$ cat config.mk
export PLATFORM = sky130hd
export DESIGN_NAME = unordered_bag_table
export DESIGN_NICKNAME = d
export VERILOG_FILES = /design/src/ubag_pkg.sv /design/src/ubag_seq.sv /design/src/ubag_datapath.sv /design/src/unordered_bag_table.sv
export SDC_FILE = /design/constraint.sdc
export NUM_CORES = 1
export LEC_CHECK = 0
export BUFFER_PORTS_ARGS = -buffer_cell sky130_fd_sc_hd__buf_4
export CAP_MARGIN = 10
export CORE_MARGIN = 4
export CORE_UTILIZATION = 30
export CTS_BUF_LIST = sky130_fd_sc_hd__clkbuf_8
export CTS_CLUSTER_DIAMETER = 50
export DETAILED_ROUTE_END_ITERATION = 8
export GPL_TIMING_DRIVEN = 0
export PLACE_DENSITY_LB_ADDON = 0.1
export SKIP_LAST_GASP = 1
export SLEW_MARGIN = 20
export SYNTH_ARGS = -nofsm -noshare
export SYNTH_HDL_FRONTEND = slang
export SYNTH_HIERARCHICAL = 1
export SYNTH_SLANG_ARGS = --single-unit
$ cat constraint.sdc
create_clock -name clk -period 3.85 [get_ports clk]
set_input_delay 0.77 -clock clk [delete_from_list [all_inputs] [get_ports clk]]
set_output_delay 0.77 -clock clk [all_outputs]
set_load 0.005 [all_outputs]
$ cat src/ubag_pkg.sv
// shared types, codes and microcode rom for the bag table
`default_nettype none

package ubag_pkg;

  // operation codes carried on mode
  localparam logic [1:0] MODE_ADD    = 2'd0;
  localparam logic [1:0] MODE_REMOVE = 2'd1;
  localparam logic [1:0] MODE_QUERY  = 2'd2;
  localparam logic [1:0] MODE_CLEAR  = 2'd3;

  typedef logic [2:0] step_t;
  typedef logic [2:0] cond_t;

  // microprogram step addresses
  localparam step_t ST_WAIT    = 3'd0;
  localparam step_t ST_START   = 3'd1;
  localparam step_t ST_SCAN    = 3'd2;
  localparam step_t ST_DRAIN   = 3'd3;
  localparam step_t ST_DECIDE  = 3'd4;
  localparam step_t ST_MOVE_RD = 3'd5;
  localparam step_t ST_MOVE_WR = 3'd6;
  localparam step_t ST_RESULT  = 3'd7;

  // jump conditions
  localparam cond_t C_NEVER      = 3'd0;
  localparam cond_t C_NOT_ACCEPT = 3'd1;
  localparam cond_t C_EMPTY      = 3'd2;
  localparam cond_t C_MORE       = 3'd3;
  localparam cond_t C_NO_MOVE    = 3'd4;
  localparam cond_t C_OUT_BUSY   = 3'd5;

  // one control word
  typedef struct packed {
    cond_t cond;
    step_t target;
    logic  take_in;
    logic  scan_init;
    logic  rd_scan;
    logic  cmp;
    logic  decide;
    logic  rd_last;
    logic  wr_move;
    logic  load_out;
  } ctl_t;

  // status flags fed back to the sequencer
  typedef struct packed {
    logic accept;
    logic empty;
    logic more;
    logic no_move;
    logic out_busy;
  } stat_t;

  // microcode rom
  function automatic ctl_t ucode(input step_t s);
    ctl_t c;
    c = '0;
    c.cond = C_NEVER;
    c.target = ST_WAIT;
    case (s)
      ST_WAIT: begin
        c.take_in = 1'b1;
        c.cond = C_NOT_ACCEPT;
        c.target = ST_WAIT;
      end
      ST_START: begin
        c.scan_init = 1'b1;
        c.cond = C_EMPTY;
        c.target = ST_DECIDE;
      end
      ST_SCAN: begin
        c.rd_scan = 1'b1;
        c.cmp = 1'b1;
        c.cond = C_MORE;
        c.target = ST_SCAN;
      end
      ST_DRAIN: begin
        c.cmp = 1'b1;
      end
      ST_DECIDE: begin
        c.decide = 1'b1;
        c.cond = C_NO_MOVE;
        c.target = ST_RESULT;
      end
      ST_MOVE_RD: begin
        c.rd_last = 1'b1;
      end
      ST_MOVE_WR: begin
        c.wr_move = 1'b1;
      end
      ST_RESULT: begin
        c.load_out = 1'b1;
        c.cond = C_OUT_BUSY;
        c.target = ST_RESULT;
      end
      default: begin
        c.cond = C_NEVER;
      end
    endcase
    return c;
  endfunction

endpackage

`default_nettype wire

$ cat src/ubag_seq.sv
// microcode sequencer: step counter, rom lookup and conditional jumps
`default_nettype none

module ubag_seq
  import ubag_pkg::*;
(
  input  wire logic  clk,
  input  wire logic  rst,
  input  wire stat_t stat,
  output ctl_t       ctl
);

  step_t step;
  step_t step_next;
  logic  jump;

  // control word for the current step
  assign ctl = ucode(step);

  // jump condition select
  always_comb begin
    case (ctl.cond)
      C_NEVER:      jump = 1'b0;
      C_NOT_ACCEPT: jump = !stat.accept;
      C_EMPTY:      jump = stat.empty;
      C_MORE:       jump = stat.more;
      C_NO_MOVE:    jump = stat.no_move;
      C_OUT_BUSY:   jump = stat.out_busy;
      default:      jump = 1'b0;
    endcase
    step_next = jump ? ctl.target : step_t'(step + 3'd1);
  end

  // step counter
  always_ff @(posedge clk) begin
    if (rst) begin
      step <= ST_WAIT;
    end else begin
      step <= step_next;
    end
  end

endmodule

`default_nettype wire

$ cat src/ubag_datapath.sv
// entry memory, scan counters, match compare and count update
`default_nettype none

module ubag_datapath
  import ubag_pkg::*;
#(
  parameter int CAPACITY    = 16,
  parameter int VALUE_WIDTH = 32,
  parameter int CW          = $clog2(CAPACITY + 1),
  parameter int AW          = (CAPACITY > 1) ? $clog2(CAPACITY) : 1
)
(
  input  wire logic          clk,
  input  wire logic          rst,
  input  wire ctl_t          ctl,
  input  wire logic          accept,
  input  wire logic [1:0]    mode,
  input  wire logic [31:0]   entry_value,
  output logic               empty,
  output logic               more,
  output logic               no_move,
  output logic               ok_res,
  output logic [CW-1:0]      freq,
  output logic [CW-1:0]      count
);

  logic [1:0]             mode_q;
  logic [VALUE_WIDTH-1:0] value_q;
  logic [CW-1:0]          idx;
  logic [AW-1:0]          pidx;
  logic                   pend;
  logic                   found;
  logic [AW-1:0]          first_idx;
  logic [63:0]            value_wide;
  logic [CW-1:0]          last_pos;

  // entry memory, one write and one registered read port
  logic [VALUE_WIDTH-1:0] mem [CAPACITY];
  logic [VALUE_WIDTH-1:0] rdata;
  logic [AW-1:0]          raddr;
  logic [AW-1:0]          waddr;
  logic [VALUE_WIDTH-1:0] wdata;
  logic                   we;

  assign value_wide = {32'd0, entry_value};
  assign last_pos   = count - CW'(1);

  // status for the sequencer
  assign empty   = (count == '0);
  assign more    = (CW'(idx + CW'(1)) != count);
  assign no_move = !((mode_q == MODE_REMOVE) && found);

  // memory port muxing
  always_comb begin
    raddr = ctl.rd_last ? last_pos[AW-1:0] : idx[AW-1:0];
    we    = 1'b0;
    waddr = count[AW-1:0];
    wdata = value_q;
    if (ctl.decide && (mode_q == MODE_ADD) && (count < CW'(CAPACITY))) begin
      we = 1'b1;
    end
    if (ctl.wr_move) begin
      we    = 1'b1;
      waddr = first_idx;
      wdata = rdata;
    end
  end

  always_ff @(posedge clk) begin
    if (we) begin
      mem[waddr] <= wdata;
    end
    rdata <= mem[raddr];
  end

  // request capture
  always_ff @(posedge clk) begin
    if (accept) begin
      mode_q  <= mode;
      value_q <= value_wide[VALUE_WIDTH-1:0];
    end
  end

  // scan: issue one read per cycle, compare the previous read
  always_ff @(posedge clk) begin
    if (ctl.scan_init) begin
      idx   <= '0;
      pend  <= 1'b0;
      freq  <= '0;
      found <= 1'b0;
    end else begin
      if (ctl.cmp && pend && (rdata == value_q)) begin
        freq <= freq + CW'(1);
        if (!found) begin
          found     <= 1'b1;
          first_idx <= pidx;
        end
      end
      if (ctl.rd_scan) begin
        pidx <= idx[AW-1:0];
        pend <= 1'b1;
        idx  <= idx + CW'(1);
      end
    end
  end

  // count and success flag
  always_ff @(posedge clk) begin
    if (rst) begin
      count  <= '0;
      ok_res <= 1'b0;
    end else if (ctl.decide) begin
      case (mode_q)
        MODE_ADD: begin
          if (count < CW'(CAPACITY)) begin
            count  <= count + CW'(1);
            ok_res <= 1'b1;
          end else begin
            ok_res <= 1'b0;
          end
        end
        MODE_REMOVE: ok_res <= found;
        MODE_QUERY:  ok_res <= 1'b1;
        MODE_CLEAR: begin
          count  <= '0;
          ok_res <= 1'b1;
        end
        default: ok_res <= 1'b1;
      endcase
    end else if (ctl.wr_move) begin
      count <= last_pos;
    end
  end

endmodule

`default_nettype wire

$ cat src/unordered_bag_table.sv
// Bag table top level: unordered multiset of values with add, remove,
// query and clear requests.
//
// Input channel in_valid/in_ready carries mode and entry_value; output
// channel out_valid/out_ready carries ok, frequency, present, size_now and
// is_empty. Exactly one result is returned per request, in order.
//
// A microcoded sequencer walks the stored entries through the single read
// port of the entry memory, one entry per cycle, then compares the last read,
// decides and stages the result. The result is registered as the sequencer
// leaves its final step, when in_ready also returns; a remove that finds its
// value first reads the last entry and writes it into the freed slot.
//
// The result sits in an output register; a new request is accepted while it
// waits. If the receiver stalls with a result still pending, the sequencer
// holds its final step until that register frees.
//
// Reset empties the store, drops any pending result and holds in_ready low.
// No memory clearing is needed: only entries below the count are ever compared or moved.
`default_nettype none

module unordered_bag_table
  import ubag_pkg::*;
#(
  parameter int CAPACITY    = 16,
  parameter int VALUE_WIDTH = 32
)
(
  input  wire logic        clk,
  input  wire logic        rst,
  input  wire logic        in_valid,
  output logic             in_ready,
  input  wire logic [1:0]  mode,
  input  wire logic [31:0] entry_value,
  output logic             out_valid,
  input  wire logic        out_ready,
  output logic             ok,
  output logic [4:0]       frequency,
  output logic             present,
  output logic [4:0]       size_now,
  output logic             is_empty
);

  localparam int CW = $clog2(CAPACITY + 1);
  localparam int AW = (CAPACITY > 1) ? $clog2(CAPACITY) : 1;

  ctl_t          ctl;
  stat_t         stat;
  logic          accept;
  logic          out_busy;
  logic          ok_res;
  logic [CW-1:0] freq;
  logic [CW-1:0] count;
  logic          empty;
  logic          more;
  logic          no_move;

  assign in_ready = ctl.take_in && !rst;
  assign accept   = in_valid && in_ready;
  assign out_busy = out_valid && !out_ready;

  // status bundle for the sequencer
  assign stat.accept   = accept;
  assign stat.empty    = empty;
  assign stat.more     = more;
  assign stat.no_move  = no_move;
  assign stat.out_busy = out_busy;

  ubag_seq u_seq (
    .clk  (clk),
    .rst  (rst),
    .stat (stat),
    .ctl  (ctl)
  );

  ubag_datapath #(
    .CAPACITY    (CAPACITY),
    .VALUE_WIDTH (VALUE_WIDTH),
    .CW          (CW),
    .AW          (AW)
  ) u_dp (
    .clk         (clk),
    .rst         (rst),
    .ctl         (ctl),
    .accept      (accept),
    .mode        (mode),
    .entry_value (entry_value),
    .empty       (empty),
    .more        (more),
    .no_move     (no_move),
    .ok_res      (ok_res),
    .freq        (freq),
    .count       (count)
  );

  // output register
  always_ff @(posedge clk) begin
    if (rst) begin
      out_valid <= 1'b0;
    end else if (ctl.load_out && !out_busy) begin
      out_valid <= 1'b1;
    end else if (out_ready) begin
      out_valid <= 1'b0;
    end
  end

  always_ff @(posedge clk) begin
    if (ctl.load_out && !out_busy) begin
      ok        <= ok_res;
      frequency <= 5'(freq);
      present   <= (freq != '0);
      size_now  <= 5'(count);
      is_empty  <= (count == '0);
    end
  end

  // count stays within capacity
  assert property (@(posedge clk) disable iff (rst) count <= CW'(CAPACITY))
    else $error("entry count above capacity");

  // an accepted request closes the input until its result is staged
  assert property (@(posedge clk) disable iff (rst) accept |=> !in_ready)
    else $error("input reopened right after accept");

  // a move only happens with at least one stored entry
  assert property (@(posedge clk) disable iff (rst) ctl.wr_move |-> count != '0)
    else $error("entry move with empty store");

  // a staged result shows up as valid on the next cycle
  assert property (@(posedge clk) disable iff (rst)
    (ctl.load_out && !out_busy) |=> out_valid)
    else $error("result load did not raise out_valid");

  // frequency never exceeds the capacity
  assert property (@(posedge clk) disable iff (rst)
    ctl.load_out |-> freq <= CW'(CAPACITY))
    else $error("frequency above capacity");

endmodule

`default_nettype wire
==> reports/metrics.csv <==
stage;metric;value;unit
cells_and_area;most common cell after layout, fill and taps aside;edfxtp_1;
yosys;syn_area_per_cell;17.54;um2
pwr;leakage dissipation;10.92;nW
critical_path;critical path fanouts, max;14;
critical_path;Worst EP required;4270;ps
placement;PortBufs;52;
drt;Pre-antenna DRT Iters;5;
floorplan;IO Count;53;
cells_and_area;most frequent cells in the layout;edfxtp_1, mux2i_1, clkbuf_8;
global_routing;initial antenna violation count;3;
drt;initial drt markers;717;
global_routing;via count of the first global-routing pass;13570;
yosys;Netlist Area Pre-Place;0.02549;mm2
clocking;total clock sinks;621;
drt;Post-Route WL;68790;um
pwr;IR drop worst, VDD;0.3077;mV
yosys;Mapped Cells;1453;
clocking;CTS Buffer Depth;3;
floorplan;total die area;0.08970;mm2
clocking;clk_lat worst skew;730;ps
pwr;Power per Cell Area;673.6;mW/mm2
timing;setup violators final;0;
timing;Slew Limit Fails;0;
drt;Antenna Violating Nets Remaining;0;
timing;Relative slew margins;0.2504;
clocking;post_cts resized;1;
cells_and_area;Fillers;7931;
cells_and_area;Final nets;1701;
placement;Placer Congestion;0.7276;
timing;fin crit share;0.9238;
cells_and_area;share of cells above drive strength 1;0.2025;
clocking;Root Buffer;clkbuf_8;
yosys;Synth warnings;6;
critical_path;Worst setup SP type;flip-flop;
timing;setup ws final;293.5;ps
job;max-cap viol count;0;
hold_path;Worst Hold Class;input port to flip-flop;
timing;f_max;0.2812;GHz
drt;DR DRC count;0;
placement;DP HPWL;44980;um
timing;Post-Route Setup TNS;0;ps
outcome;status;finished clean;
critical_path;Setup crit end kind;flip-flop;
floorplan;row count;106;
critical_path;Setup CP Type;flip-flop to flip-flop;
pwr;Pwr Total;0.02054;W
placement;post-place setup slack;-225.7;ps
yosys;Syn Nets;1501;
floorplan;Core Box Area;0.08395;mm2
drt;Vias per Instance;4.558;
global_routing;first-pass GRT wire length;98530;um
cells_and_area;Layout Area Growth over Synthesis;19.59;%
clocking;CTS tree;built;
clocking;# H-tree levels;3;
drt;routed length per placed instance;23.86;um
clocking;Post-CTS Setup Repair Bufs;0;
floorplan;Die X;299.5;um
timing;Final min period;3557;ps
drt;vias;13140;
global_routing;GRT Resource Usage Total;0.1529;
clocking;number of CTS-inserted buffers;113;
floorplan;die outline height;299.5;um
global_routing;largest net degree at the start of global routing;28;
clocking;Post-CTS Hold Buffers;0;
timing;Hold Violations, Final;0;
floorplan;Initial Utilization;0.3036;
clocking;CTS clk-pin slew, worst paths;60;ps
timing;clk_skew;52.29;ps
critical_path;Data arrival, critical path;3970;ps
timing;RSZ-0062 raised after global routing;no;
global_routing;total grt overflow;0;
timing;Worst Tran Pin Value;1124;ps
timing;Hold Slack;209.4;ps
[power breakdown]
group | switching [W] | total, W | leakage [nW] | internal (W)
Combinational | 0.00376 | 0.00639 | 4.08 | 0.00263
Sequential | 0.000240 | 0.00822 | 5.56 | 0.00798
Clock | 0.00280 | 0.00592 | 1.28 | 0.00312
Total | 0.00680 | 0.0205 | 10.9 | 0.0137
[per-layer routing]
metal  up-vias  GRT usage  wire length (um)
met5         -          0                 0
met1      6676     0.2112             32300
li1       6066          -                 -
met4         0    0.04617              1929
met3       115    0.02919              2675
met2       284     0.2448             31880
[flip-flops by register name (all words and copies together) (netlist names), 2 cells and up]
signal          count
frequency           5
u_dp/idx            5
u_dp/first_idx      4
u_dp/pidx           4
u_dp/mem          512
size_now            5
u_dp/freq           5
u_seq/step          3
u_dp/count          5
u_dp/mode_q         2
u_dp/rdata         32
u_dp/value_q       32
[layout make-up]
cell class	instances	area, um2	area share
flip-flops and latches	621	18110	0.5940
multi-input cells	750	6874	0.2255
clock buffers	128	1762	0.05779
well taps	1134	1419	0.04654
repair buffers	85	1261	0.04137
plain buffers	68	584.3	0.01917
clock inverters	82	422.9	0.01387
inverters	14	52.55	0.001724
diodes	1	2.502	0.00008208
[final timing paths]
kind	from	slack [ps]	end	cells after the start
worst min register to register	u_dp/pidx[3]$_DFFE_PP_	380	u_dp/first_idx[3]$_DFFE_PP_	0
worst max-delay path	u_seq/step[0]$_SDFF_PP0_	290	u_dp/mem[4][8]$_DFFE_PP_	9
worst max register to register	u_seq/step[0]$_SDFF_PP0_	290	u_dp/mem[4][8]$_DFFE_PP_	9
worst min-delay path	entry_value[15]	210	u_dp/value_q[15]$_DFFE_PP_	1
[worst max-delay path: stages, from the launching register on]
cell and delay, ps:
dfxtp_1 340, inv_1 90, ha_1 240, and2_2 330, clkbuf_1 400, clkbuf_2 490
a21oi_1 380, nor2_4 560, buf_16 230, buf_16 180
[metrics by stage]
step / utilization / instance area [um2] / instances
after floorplan: - / 25490 / 1453
after global placement: 0.3252 / 27300 / 2639
after detailed placement: 0.3370 / 28290 / 2672
after CTS: 0.3631 / 30480 / 2882
after global routing: 0.3631 / 30490 / 2883
final: 0.3631 / 30490 / 2883
(Power assumes the default switching activity.)
